==> config.mk <==
export PLATFORM = sky130hd
export DESIGN_NAME = image_crc16_verifier
export DESIGN_NICKNAME = d
export VERILOG_FILES = /design/src/sv/icrc_pkg.sv /design/src/sv/image_crc16_verifier.sv /design/src/sv/icrc_lane.sv /design/src/sv/icrc_merge.sv
export SDC_FILE = /design/constraint.sdc
export NUM_CORES = 1
export LEC_CHECK = 0
export ABC_AREA = 1
export BUFFER_PORTS_ARGS = -buffer_cell sky130_fd_sc_hd__buf_2
export CORE_ASPECT_RATIO = 1.75
export CORE_UTILIZATION = 45
export CTS_CLUSTER_SIZE = 25
export DETAILED_ROUTE_END_ITERATION = 16
export SLEW_MARGIN = 10
export SYNTH_ARGS = -nofsm -noshare
export SYNTH_HDL_FRONTEND = slang
export SYNTH_SLANG_ARGS = --single-unit
==> constraint.sdc <==
create_clock -name clk_i -period 4.7 [get_ports clk_i]
set_clock_uncertainty 0.2 [all_clocks]
set_input_delay 0.235 -clock clk_i [delete_from_list [all_inputs] [get_ports clk_i]]
set_output_delay 0.235 -clock clk_i [all_outputs]
set_load 0.02 [all_outputs]
==> src/sv/icrc_pkg.sv <==
// shared types, constants and crc step functions for the image crc16 verifier
package icrc_pkg;

  localparam int unsigned CrcWidth  = 16;
  localparam int unsigned ByteWidth = 8;
  localparam int unsigned NumLanes  = 4;
  localparam int unsigned WordWidth = NumLanes * ByteWidth;
  localparam int unsigned AdvWidth  = $clog2(NumLanes);

  localparam logic [CrcWidth-1:0] CrcPoly = 16'h1021;

  typedef logic [CrcWidth-1:0]  crc_t;
  typedef logic [ByteWidth-1:0] byte_t;

  typedef struct packed {
    logic valid;
    logic last;
  } stage_ctl_t;

  // augmented crc: data bits enter at bit 0, msb of the byte first
  function automatic crc_t feed_byte(crc_t crc, byte_t data);
    crc_t c;
    logic top;
    c = crc;
    for (int i = 0; i < ByteWidth; i++) begin
      top = c[CrcWidth-1];
      c   = {c[CrcWidth-2:0], data[ByteWidth-1-i]};
      if (top) begin
        c = c ^ CrcPoly;
      end
    end
    return c;
  endfunction

  function automatic crc_t zero_byte(crc_t crc);
    return feed_byte(crc, '0);
  endfunction

endpackage

==> src/sv/image_crc16_verifier.sv <==
// top level: four byte lanes and a merge stage computing the augmented crc16 of an image
// a final beat is registered in the lanes, then its result in the merge stage; a stalled result can hold it between
// throughput: one 32-bit word per cycle while the input is not stalled; four byte lanes are combined in the merge stage
// the running crc loop closes through the single crc register of the merge stage over the advanced crc
// input stalls only while a final beat waits behind a result that is itself stalled
// reset clears the running crc, the expected crc and all valid flags
module image_crc16_verifier (
  input  logic                               clk_i,
  input  logic                               rst_ni,
  input  logic                               cfg_we_i,
  input  logic [icrc_pkg::CrcWidth-1:0]      cfg_wdata_i,
  input  logic                               in_valid_i,
  output logic                               in_stall_o,
  input  logic [icrc_pkg::WordWidth-1:0]     image_word_i,
  input  logic                               final_word_i,
  output logic                               out_valid_o,
  input  logic                               out_stall_i,
  output logic [icrc_pkg::CrcWidth-1:0]      computed_crc_o,
  output logic                               crc_matches_o
);

  icrc_pkg::crc_t       expected_q;
  icrc_pkg::stage_ctl_t ctl_d, ctl_q;
  icrc_pkg::crc_t       contrib [icrc_pkg::NumLanes];
  logic                 hold;
  logic                 lane_en;

  always_ff @(posedge clk_i or negedge rst_ni) begin
    if (!rst_ni) begin
      expected_q <= '0;
    end else if (cfg_we_i) begin
      expected_q <= cfg_wdata_i;
    end
  end

  assign lane_en = in_valid_i & ~hold;

  always_comb begin
    ctl_d = ctl_q;
    if (!hold) begin
      ctl_d.valid = in_valid_i;
      ctl_d.last  = final_word_i;
    end
  end

  always_ff @(posedge clk_i or negedge rst_ni) begin
    if (!rst_ni) begin
      ctl_q <= '0;
    end else begin
      ctl_q <= ctl_d;
    end
  end

  for (genvar k = 0; k < icrc_pkg::NumLanes; k++) begin : g_lane
    icrc_lane u_lane (
      .clk_i     (clk_i),
      .rst_ni    (rst_ni),
      .en_i      (lane_en),
      .data_i    (image_word_i[k*icrc_pkg::ByteWidth +: icrc_pkg::ByteWidth]),
      .adv_i     (icrc_pkg::AdvWidth'(icrc_pkg::NumLanes - 1 - k)),
      .contrib_o (contrib[k])
    );
  end

  icrc_merge u_merge (
    .clk_i          (clk_i),
    .rst_ni         (rst_ni),
    .ctl_i          (ctl_q),
    .contrib_i      (contrib),
    .expected_i     (expected_q),
    .out_stall_i    (out_stall_i),
    .hold_o         (hold),
    .out_valid_o    (out_valid_o),
    .computed_crc_o (computed_crc_o),
    .crc_matches_o  (crc_matches_o)
  );

  assign in_stall_o = hold;

endmodule

==> src/sv/icrc_lane.sv <==
// one byte lane: crc contribution of its byte, advanced over the later bytes of the beat
module icrc_lane (
  input  logic                        clk_i,
  input  logic                        rst_ni,
  input  logic                        en_i,
  input  icrc_pkg::byte_t             data_i,
  input  logic [icrc_pkg::AdvWidth-1:0] adv_i,
  output icrc_pkg::crc_t              contrib_o
);

  icrc_pkg::crc_t contrib_d, contrib_q;

  always_comb begin
    contrib_d = icrc_pkg::feed_byte('0, data_i);
    for (int j = 0; j < icrc_pkg::NumLanes - 1; j++) begin
      if (icrc_pkg::AdvWidth'(j) < adv_i) begin
        contrib_d = icrc_pkg::zero_byte(contrib_d);
      end
    end
  end

  always_ff @(posedge clk_i or negedge rst_ni) begin
    if (!rst_ni) begin
      contrib_q <= '0;
    end else if (en_i) begin
      contrib_q <= contrib_d;
    end
  end

  assign contrib_o = contrib_q;

endmodule

==> src/sv/icrc_merge.sv <==
// merge stage: combines lane contributions with the running crc and holds the result
module icrc_merge (
  input  logic                 clk_i,
  input  logic                 rst_ni,
  input  icrc_pkg::stage_ctl_t ctl_i,
  input  icrc_pkg::crc_t       contrib_i [icrc_pkg::NumLanes],
  input  icrc_pkg::crc_t       expected_i,
  input  logic                 out_stall_i,
  output logic                 hold_o,
  output logic                 out_valid_o,
  output icrc_pkg::crc_t       computed_crc_o,
  output logic                 crc_matches_o
);

  icrc_pkg::crc_t crc_d, crc_q;
  icrc_pkg::crc_t res_d, res_q;
  logic           match_d, match_q;
  logic           out_valid_d, out_valid_q;
  icrc_pkg::crc_t data_x, crc_adv, crc_new, crc_fin;
  logic           hold, fire;

  assign hold = ctl_i.valid & ctl_i.last & out_valid_q & out_stall_i;
  assign fire = ctl_i.valid & ~hold;

  always_comb begin
    data_x = '0;
    for (int k = 0; k < icrc_pkg::NumLanes; k++) begin
      data_x = data_x ^ contrib_i[k];
    end
    crc_adv = crc_q;
    for (int k = 0; k < icrc_pkg::NumLanes; k++) begin
      crc_adv = icrc_pkg::zero_byte(crc_adv);
    end
    crc_new = crc_adv ^ data_x;
    // two zero bytes of augmentation
    crc_fin = icrc_pkg::zero_byte(icrc_pkg::zero_byte(crc_new));

    crc_d       = crc_q;
    res_d       = res_q;
    match_d     = match_q;
    out_valid_d = out_valid_q & out_stall_i;
    if (fire) begin
      if (ctl_i.last) begin
        crc_d       = '0;
        res_d       = crc_fin;
        match_d     = (crc_fin == expected_i);
        out_valid_d = 1'b1;
      end else begin
        crc_d = crc_new;
      end
    end
  end

  always_ff @(posedge clk_i or negedge rst_ni) begin
    if (!rst_ni) begin
      crc_q       <= '0;
      out_valid_q <= 1'b0;
    end else begin
      crc_q       <= crc_d;
      out_valid_q <= out_valid_d;
    end
  end

  always_ff @(posedge clk_i) begin
    res_q   <= res_d;
    match_q <= match_d;
  end

  assign hold_o         = hold;
  assign out_valid_o    = out_valid_q;
  assign computed_crc_o = res_q;
  assign crc_matches_o  = match_q;

  a_last_gives_result: assert property (@(posedge clk_i) disable iff (!rst_ni)
    fire && ctl_i.last |=> out_valid_q)
    else $error("final beat did not produce a result");

  a_last_clears_crc: assert property (@(posedge clk_i) disable iff (!rst_ni)
    fire && ctl_i.last |=> crc_q == '0)
    else $error("running crc not cleared after final beat");

  a_hold_needs_result: assert property (@(posedge clk_i) disable iff (!rst_ni)
    hold |-> out_valid_q && ctl_i.valid)
    else $error("merge stage held without a pending result");

  a_result_drains: assert property (@(posedge clk_i) disable iff (!rst_ni)
    out_valid_q && !out_stall_i && !(fire && ctl_i.last) |=> !out_valid_q)
    else $error("result repeated after it was taken");

endmodule

======== Word level (Yosys, flattened, before mapping) ========
Cells that the tools add are included.
Widths: inputs -> output; s select.
operators by class
  reductions and logical operators ........ 1
  equality and inequality tests ........... 1
  mux-type cells .......................... 75
  bitwise logic cells ..................... 83
operator list
  cell              count
  $mux 13           72
  $not 3->3         72
  $xor 16x16->16    3
  $eq 16x16->1      1
  $mux 16           1
  $xor 16x8->16     1
  $and 1x1->1       6
  $mux 1            2
  $reduce_and 2->1  1
  $not 1->1         1
storage, ports and cells
  word-level logic and storage cells ...... 171
  flip-flop bits (word level) ............. 100

======== Logic depth before layout (Yosys ltp) ========
Gate-level depths: netlist of the first run.
  word-level depth ........................ 98
  gate-level depth with buffers ........... 31

======== Modules after synthesis ========
Synthesis of the first run repeated with hierarchy kept, for this count alone.
second synthesis, totals
  cell total of the unflattened synthesis .. 1,567
  area total of the unflattened synthesis .. 10,383.7 um^2
by module, submodules not included
  module                cells each  area each (um^2)  sequential area each (um^2)  times used
  icrc_lane             197         1,262.5           400.4                        4
  icrc_merge            699         4,601.9           935.9                        1
  image_crc16_verifier  80          732.0             450.4                        1

======== Worst setup path after synthesis of the first run ========
OpenSTA, ideal clock, no wires.
  path kind ............................... register to register
  start ................................... register u_merge.crc_q[13]
  end ..................................... register u_merge.match_q, in the netlist u_merge.crc_matches_o, data pin
  slack ................................... 1.628 ns
  data required time ...................... 4.248 ns
  setup time .............................. 0.252 ns
  data arrival time ....................... 2.620 ns
  cell stages (with the launch flop) ...... 25
  path buffers ............................ 1
  cells stage by stage .................... dfrtp_1 > buf_2 > xnor2_1 > nand3_1 > nand3_2 > nand3_1 > nand3_1 > nand2_1 > nand2_1 > nand2_1 > nand2_2 > nand2_2 > nand2_2 > nand2_2 > nand2_2 > nand2_2 > nand2_2 > nand2_2 > or2_1 > nand2_1 > nand2_1 > nand2_1 > nor2_1 > nand2_1 > nor2_1
on the way
  elaborated cells on any way between the ends .. 85
  classes of those cells .................. 1 x eq/ne; 46 x mux; 38 x bitwise
RTL lines
  item                                                                 RTL line          text
  start: declaration                                                   icrc_merge.sv:15  icrc_pkg::crc_t crc_d, crc_q;
  start signal: assignment                                             icrc_merge.sv:59  crc_q <= crc_d;
  $mux 13 (*)                                                          icrc_pkg.sv:28    if (top) begin
  $mux 13 (3 in a row)                                                 icrc_pkg.sv:28
  $mux 13 (*)                                                          icrc_pkg.sv:28
  $mux 13 / $not 3->3 (equally long branches)                          n/a
  $mux 13                                                              icrc_pkg.sv:28
  $not 3->3 (no source line) / $mux 13 (equally long branches)         n/a
  $mux 13 (5 in a row)                                                 icrc_pkg.sv:28
  $mux 13 / $not 3->3 (equally long branches)                          n/a
  [16 not listed]                                                      n/a
  $not 3->3 (no source line) / $xor 16x16->16 (equally long branches)  n/a
  $mux 13 (3 in a row)                                                 icrc_pkg.sv:28
  $mux 13 (*)                                                          icrc_pkg.sv:28
  $mux 13 (3 in a row)                                                 icrc_pkg.sv:28
  $not 3->3 (no source line)                                           n/a
  $mux 13 (*) (4 in a row)                                             icrc_pkg.sv:28
  net u_merge.crc_fin[2]                                               icrc_merge.sv:19  icrc_pkg::crc_t data_x, crc_adv, crc_new, crc_fin;
  $eq 16x16->1 (*)                                                     icrc_merge.sv:46  match_d = (crc_fin == expected_i);
  end signal: assignment                                               icrc_merge.sv:66  match_q <= match_d;
  end: declaration                                                     icrc_merge.sv:17  logic match_d, match_q;
The timed path passes the listed nets; every way through them passes the cells marked *.
A chain may end at the register's enable or synchronous reset.

======== Final worst setup path of the first run ========
  start ................................... register u_merge.crc_q[13]
  end ..................................... register u_merge.match_q, in the netlist u_merge.crc_matches_o, data pin
on the way
  elaborated cells on any way between the ends .. 85
  classes of those cells .................. 1 x eq/ne; 46 x mux; 38 x bitwise
RTL lines
  item                        RTL line          text
  $mux 13 (*)                 icrc_pkg.sv:28
  $mux 13 (3 in a row)        icrc_pkg.sv:28
  $mux 13 (*)                 icrc_pkg.sv:28
  $mux 13 (2 in a row)        icrc_pkg.sv:28
  $not 3->3 (no source line)  n/a
  $mux 13 (2 in a row)        icrc_pkg.sv:28
  $mux 13 (*)                 icrc_pkg.sv:28
  $mux 13 (3 in a row)        icrc_pkg.sv:28
  [13 not listed]             n/a
  $xor 16x16->16 (*)          icrc_merge.sv:34  crc_new = crc_adv ^ data_x;
  $mux 13 (3 in a row)        icrc_pkg.sv:28
  $mux 13 (*)                 icrc_pkg.sv:28
  $mux 13 (3 in a row)        icrc_pkg.sv:28
  $not 3->3 (no source line)  n/a
  $mux 13 (*) (3 in a row)    icrc_pkg.sv:28
  net u_merge.crc_fin[1]      icrc_merge.sv:19
  $eq 16x16->1 (*)            icrc_merge.sv:46
Marked as above.

==> summary.txt, run 1 <==
Vias: 6390
Vias in the first global route: 6235
Slew @ Worst Pin: 1.06 ns
# H-tree levels: 3
Syn Nets: 1023
Share of layout cells above drive strength 1: 0.185
DIE WIDTH: 94.6 um
Total negative slack: 0 ns
Overflow after GRT: 0
Final hold vios: 1
Yosys warnings: 0
Diode count: 0
Post-synth EDFFs: 17
CP Class: register to register
Cell mode on critical path: nand2_1
Post-synth cell types: 27
Yosys top cell area share: 0.289
DIE AREA: 0.0155 mm2
Crit-path max cell delay: 0.51 ns
TritonRoute pass-1 iters: 5
Post-DP HPWL: 15300 um
Violated checks: negative hold slack
RR Startpoint: u_merge.crc_q[13]$_DFFE_PN0P_
Post-synth top flop: dfrtp_1
Asr flop ratio synth: 0.821
CTS max path bufs: 2
First-pass GRT wire length: 30800 um
Largest net degree at the start of global routing: 79
CTS tree: built
Hold slack: -0.00191 ns
CP max stage cell: dfrtp_1
GRT Overall Usage: 0.264
Startpoint Class: register
Clock-pin slew on the worst setup and hold paths: 0.07 ns
Final net count: 1133
Hold crit path type: input pin to register
Type of destination of the critical path: register
Minimum clock period: 3.85 ns
Initial Util: 0.466
Area growth, synth to finish: 19.0%
Routed Antenna Nets: 0
CP Max Fanout: 6
Final Cell Area: 0.00805 mm2
Worst EP required: 4.61 ns
Initial antenna violation count: 0
Cts repair resizes: 0
Dominant cells by area after synthesis: dfrtp_1, nand2_1, nand3_1
IO buf count: 72
RSZ-0062 raised after global routing: no
WL per Instance: 15.3 um
CTS Sinks: 95
Max_slew headroom: 0.296
Final core occ: 0.554
Period Utilization, post-route: 0.819
Skew-Pair Late Insertion Delay: 0.35 ns
Vias/cell: 5.06
HP Start: image_word_i[11]
CP arrival: 3.76 ns
Sequential share of the synthesized area: 0.364
Area leader, netlist: dfrtp_1
Clock buffer count from CTS: 9
Post-Route WL: 19300 um
Io pins: 73
Mapped Area: 0.00676 mm2
Residual DRC: 0
Fmax: 0.260 GHz
Status: finished, violations left
Die H: 164 um
1st-iter DRT viols: 342
Final Slew Violations: 0
Post-DP Area: 0.00731 mm2
Count of final setup violators: 0
Critical path startpoint: u_merge.crc_q[13]$_DFFE_PN0P_
Rows: 58
Routability cong.: 0.989
Clk root buf: clkbuf_16
Mean Syn Cell Area: 6.98 um2
Post-synthesis register bit count: 95
Max Cap Viol: 0
Core Region: 0.0145 mm2
Post-Synthesis Cells: 969
==> cells by family after synthesis <==
family | share of synthesized area
and+or+nand+nor | 0.436
buffers and inverters | 0.0657
DFF | 0.364
muxes | 0.00167
xor gates and xnor gates | 0.0789
AOI/OAI and AO/OA | 0.0531
==> flip-flops by register name (all words and copies together) (netlist names) <==
signal,flops
u_merge.crc_q,16
u_merge.crc_matches_o,1
expected_q,16
ctl_q,2
u_merge.out_valid_o,1
u_merge.computed_crc_o,16
g_lane.u_lane.contrib_o,43
==> final cells by class <==
cell class | instances | area (um2)
clock buffer | 11 | 253
clock inverter | 5 | 86.3
inverter | 102 | 383
tap | 180 | 225
timing repair buffer | 114 | 778
fill | 1450 | 6470
multi-input combinational | 757 | 3860
sequential | 95 | 2460
==> worst max-delay path: cells and delay by family (launching register included) <==
kind / cells / cell delay [ns]
DFF: 1 / 0.51
and+or+nand+nor: 27 / 2.75
buffers and inverters: 2 / 0.12
==> layout by cell type (no fill, tap or decap), drive strengths merged <==
| cell | synthesis | layout |
|---|---|---|
| xnor2 | 22 | 22 |
| mux2 | 1 | 1 |
| o21ai | 48 | 48 |
| clkbuf | 13 | 11 |
| o22ai | 13 | 13 |
| buf | 2 | 74 |
| nand4 | 1 | 1 |
| inv | 100 | 102 |
| edfxtp | 17 | 17 |
| a21oi | 5 | 5 |
| or2 | 2 | 2 |
| dlygate4sd3 | 0 | 40 |
| nand3b | 4 | 4 |
| nand2 | 468 | 468 |
| nand3 | 139 | 139 |
| a31oi | 2 | 2 |
| bufinv | 0 | 2 |
| dfrtp | 78 | 78 |
| xor2 | 38 | 38 |
| clkinv | 2 | 3 |
| nor2 | 14 | 14 |
==> synthesized netlist by cell type, types with 3 or more instances <==
library cell / count
edfxtp_1: 17
xnor2_1: 22
nor2_1: 14
inv_1: 86
nand3_2: 25
nand3b_1: 4
inv_2: 14
nand2_1: 405
nand3_4: 3
o21ai_0: 48
a21oi_1: 5
o22ai_1: 13
clkbuf_1: 13
nand3_1: 111
xor2_1: 37
nand2_2: 48
nand2_4: 15
dfrtp_1: 78
==> layer usage <==
metal / global-route usage / routed length [um]
met1: 0.252 / 6870
met2: 0.516 / 10900
met3: 0.0343 / 450
met4: 0.158 / 1140
met5: 0 / 0
==> per-stage QoR <==
stage / setup WS (ns) / instances / hold WS (ns)
CTS: 0.833 / 1264 / 0.000800
global route: 0.442 / 1264 / 0.000867
floorplan: 1.63 / 969 / -0.261
global placement: 0.872 / 1208 / 0.235
detailed placement: 0.856 / 1208 / 0.241
finish: 0.852 / 1264 / -0.00191
==> what timing repair did <==
action | in CTS | in global routing
hold buffers | 40 | 0
endpoints found under the hold margin | 116 | 0
buffers inserted | 0 | 0
==> worst paths after layout <==
| check | endpoint | slack, ns | cells past startpoint |
|---|---|---|---|
| min | g_lane[1].u_lane.contrib_o[8]$_DFFE_PN0P_ | -0.002 | 3 |
| max reg2reg | u_merge.crc_matches_o$_DFFE_PP_ | 0.85 | 29 |
| max | u_merge.crc_matches_o$_DFFE_PP_ | 0.85 | 29 |
| min reg2reg | g_lane[1].u_lane.contrib_o[12]$_DFFE_PN0P_ | 0.29 | 2 |
| max in group asynchronous | u_merge.crc_q[3]$_DFFE_PN0P_ | 3.20 | 2 |
| min in group asynchronous | u_merge.crc_q[12]$_DFFE_PN0P_ | 0.38 | 2 |
Power of run 1 is left out: the tool's default activity adds up to more than one toggle a clock period on the data nets, which glitch-free logic cannot reach.
==> run 2, diff against run 1 <==
==> constraint.sdc (replaced) <==
create_clock -name clk_i -period 3.7 [get_ports clk_i]
set_clock_uncertainty 0.2 [all_clocks]
set_input_delay 0.185 -clock clk_i [delete_from_list [all_inputs] [get_ports clk_i]]
set_output_delay 0.185 -clock clk_i [all_outputs]
set_load 0.02 [all_outputs]
==> summary.txt, run 2 (same netlist as run 1, synthesis figures left out) <==
Diode count: 0
Fmax: 0.284 GHz
Max Cap Viol: 0
Top Layer Used: met4
IO buf count: 72
Hold crit path type: input pin to register
Slew @ Worst Pin: 1.17 ns
Max_slew headroom: 0.220
1st-iter DRT viols: 303
Cell mode on critical path: nand2_4
First-pass GRT wire length: 30600 um
WL per Instance: 15.1 um
Residual DRC: 0
R2R depth: 27
Hold path depth: 3
Clock-pin slew on the worst setup and hold paths: 0.07 ns
Post-Route WL: 20000 um
CTS max path bufs: 2
Vias/cell: 5.06
TritonRoute pass-1 iters: 5
Io pins: 73
Initial Util: 0.466
Share of layout cells above drive strength 1: 0.283
Type of destination of the critical path: register
Final Slew Violations: 0
Hold slack: -0.00268 ns
Vias: 6692
Worst setup margin: 0.183 ns
Area growth, synth to finish: 32.5%
WL met2: 10700 um
Post-Route M1 WL: 6990 um
Worst R2R Setup Slack: 0.18 ns
CP max stage cell: dfrtp_2
Met3 Wirelength: 615 um
Rows: 58
Final core occ: 0.617
CP arrival: 3.44 ns
Filler cells: 1382
CP Class: register to register
Core Region: 0.0145 mm2
FF+latch area: 0.00247 mm2
Post-DP HPWL: 15300 um
Routed Antenna Nets: 0
Minimum clock period: 3.52 ns
Die H: 164 um
Final hold vios: 1
Startpoint Class: register
Status: finished, violations left
Skew-Pair Late Insertion Delay: 0.36 ns
Overflow after GRT: 0
Crit-path max cell delay: 0.50 ns
Count of final setup violators: 0
Most frequent cells in the layout: nand2_1, nand3_1, inv_1, nand2_2, dfrtp_1
Period Utilization, post-route: 0.951
CP Max Fanout: 7
Dpl ws: -0.0263 ns
DIE AREA: 0.0155 mm2
Routability cong.: 0.943
Initial antenna violation count: 0
Number of flip-flops in the largest register: 43
Clock buffer count from CTS: 9
Clk root buf: clkbuf_16
# H-tree levels: 3
Final net count: 1191
Violated checks: negative hold slack
CTS Sinks: 95
GRT Overall Usage: 0.264
Vias in the first global route: 6273
CTS tree: built
Most common cell after layout, fill and taps aside: nand2_1
DIE WIDTH: 94.6 um
Largest net degree at the start of global routing: 79
Worst EP required: 3.62 ns
Footprint of the multi-input gates: 0.00435 mm2
-- run 2: changes by cell type in the layout (fill, tap and decap cells not counted), sizes merged --
cell         before  now
dlygate4sd3      40   47
clkinv            3    5
buf              74  125
clkbuf           11   10
bufinv            2    1
-- run 2: stage by stage --
| step | TNS (ns) | cell area, um2 | cells |
|---|---|---|---|
| 3_3_place_gp | -0.0853 | 7590 | 1246 |
| 3_5_place_dp | -0.0263 | 7590 | 1246 |
| 4_1_cts | 0 | 8380 | 1310 |
| 6_report | 0 | 8950 | 1322 |
| 5_1_grt | -0.0392 | 8950 | 1322 |
| 2_1_floorplan | 0 | 6760 | 969 |
-- run 2: per-layer routing --
layer  vias to the layer above  track usage
met4                         0        0.202
li1                       3392            -
met3                        77       0.0370
met5                         -            0
met1                      3055        0.256
met2                       168        0.487
-- run 2: worst max-delay path: cells and delay by family (launching register included) --
kind                   cells  cell delay, ns
and+or+nand+nor           23            2.09
buffers and inverters      3            0.33
AOI/OAI and AO/OA          1            0.15
DFF                        1            0.50
-- run 2: worst paths after layout --
check / startpoint / to
worst min-delay path: image_word_i[4] / g_lane[0].u_lane.contrib_o[1]$_DFFE_PN0P_
max in group asynchronous: rst_ni / g_lane[1].u_lane.contrib_o[9]$_DFFE_PN0P_
worst min register to register: g_lane[1].u_lane.contrib_o[12]$_DFFE_PN0P_ / g_lane[1].u_lane.contrib_o[12]$_DFFE_PN0P_
min in group asynchronous: rst_ni / u_merge.crc_q[4]$_DFFE_PN0P_
worst max register to register: u_merge.crc_q[14]$_DFFE_PN0P_ / u_merge.crc_matches_o$_DFFE_PP_
worst max-delay path: u_merge.crc_q[14]$_DFFE_PN0P_ / u_merge.crc_matches_o$_DFFE_PP_
-- run 2: final cells by class --
cell class | count | share of cell area
clock buffer | 10 | 0.0256
clock inverter | 6 | 0.00755
inverter | 102 | 0.0430
multi-input combinational | 757 | 0.486
sequential | 95 | 0.276
tap | 180 | 0.0252
timing repair buffer | 172 | 0.138
-- run 2: timing repair --
item                                    CTS  global route
resized for setup                         3           110
setup buffers                             1            12
pin swaps                                 2            25
hold buffers                             47             0
endpoints found under the hold margin   122             0
endpoints found under the setup margin    1             1
cloned                                    0             0
Power of run 2 is left out for the same reason.
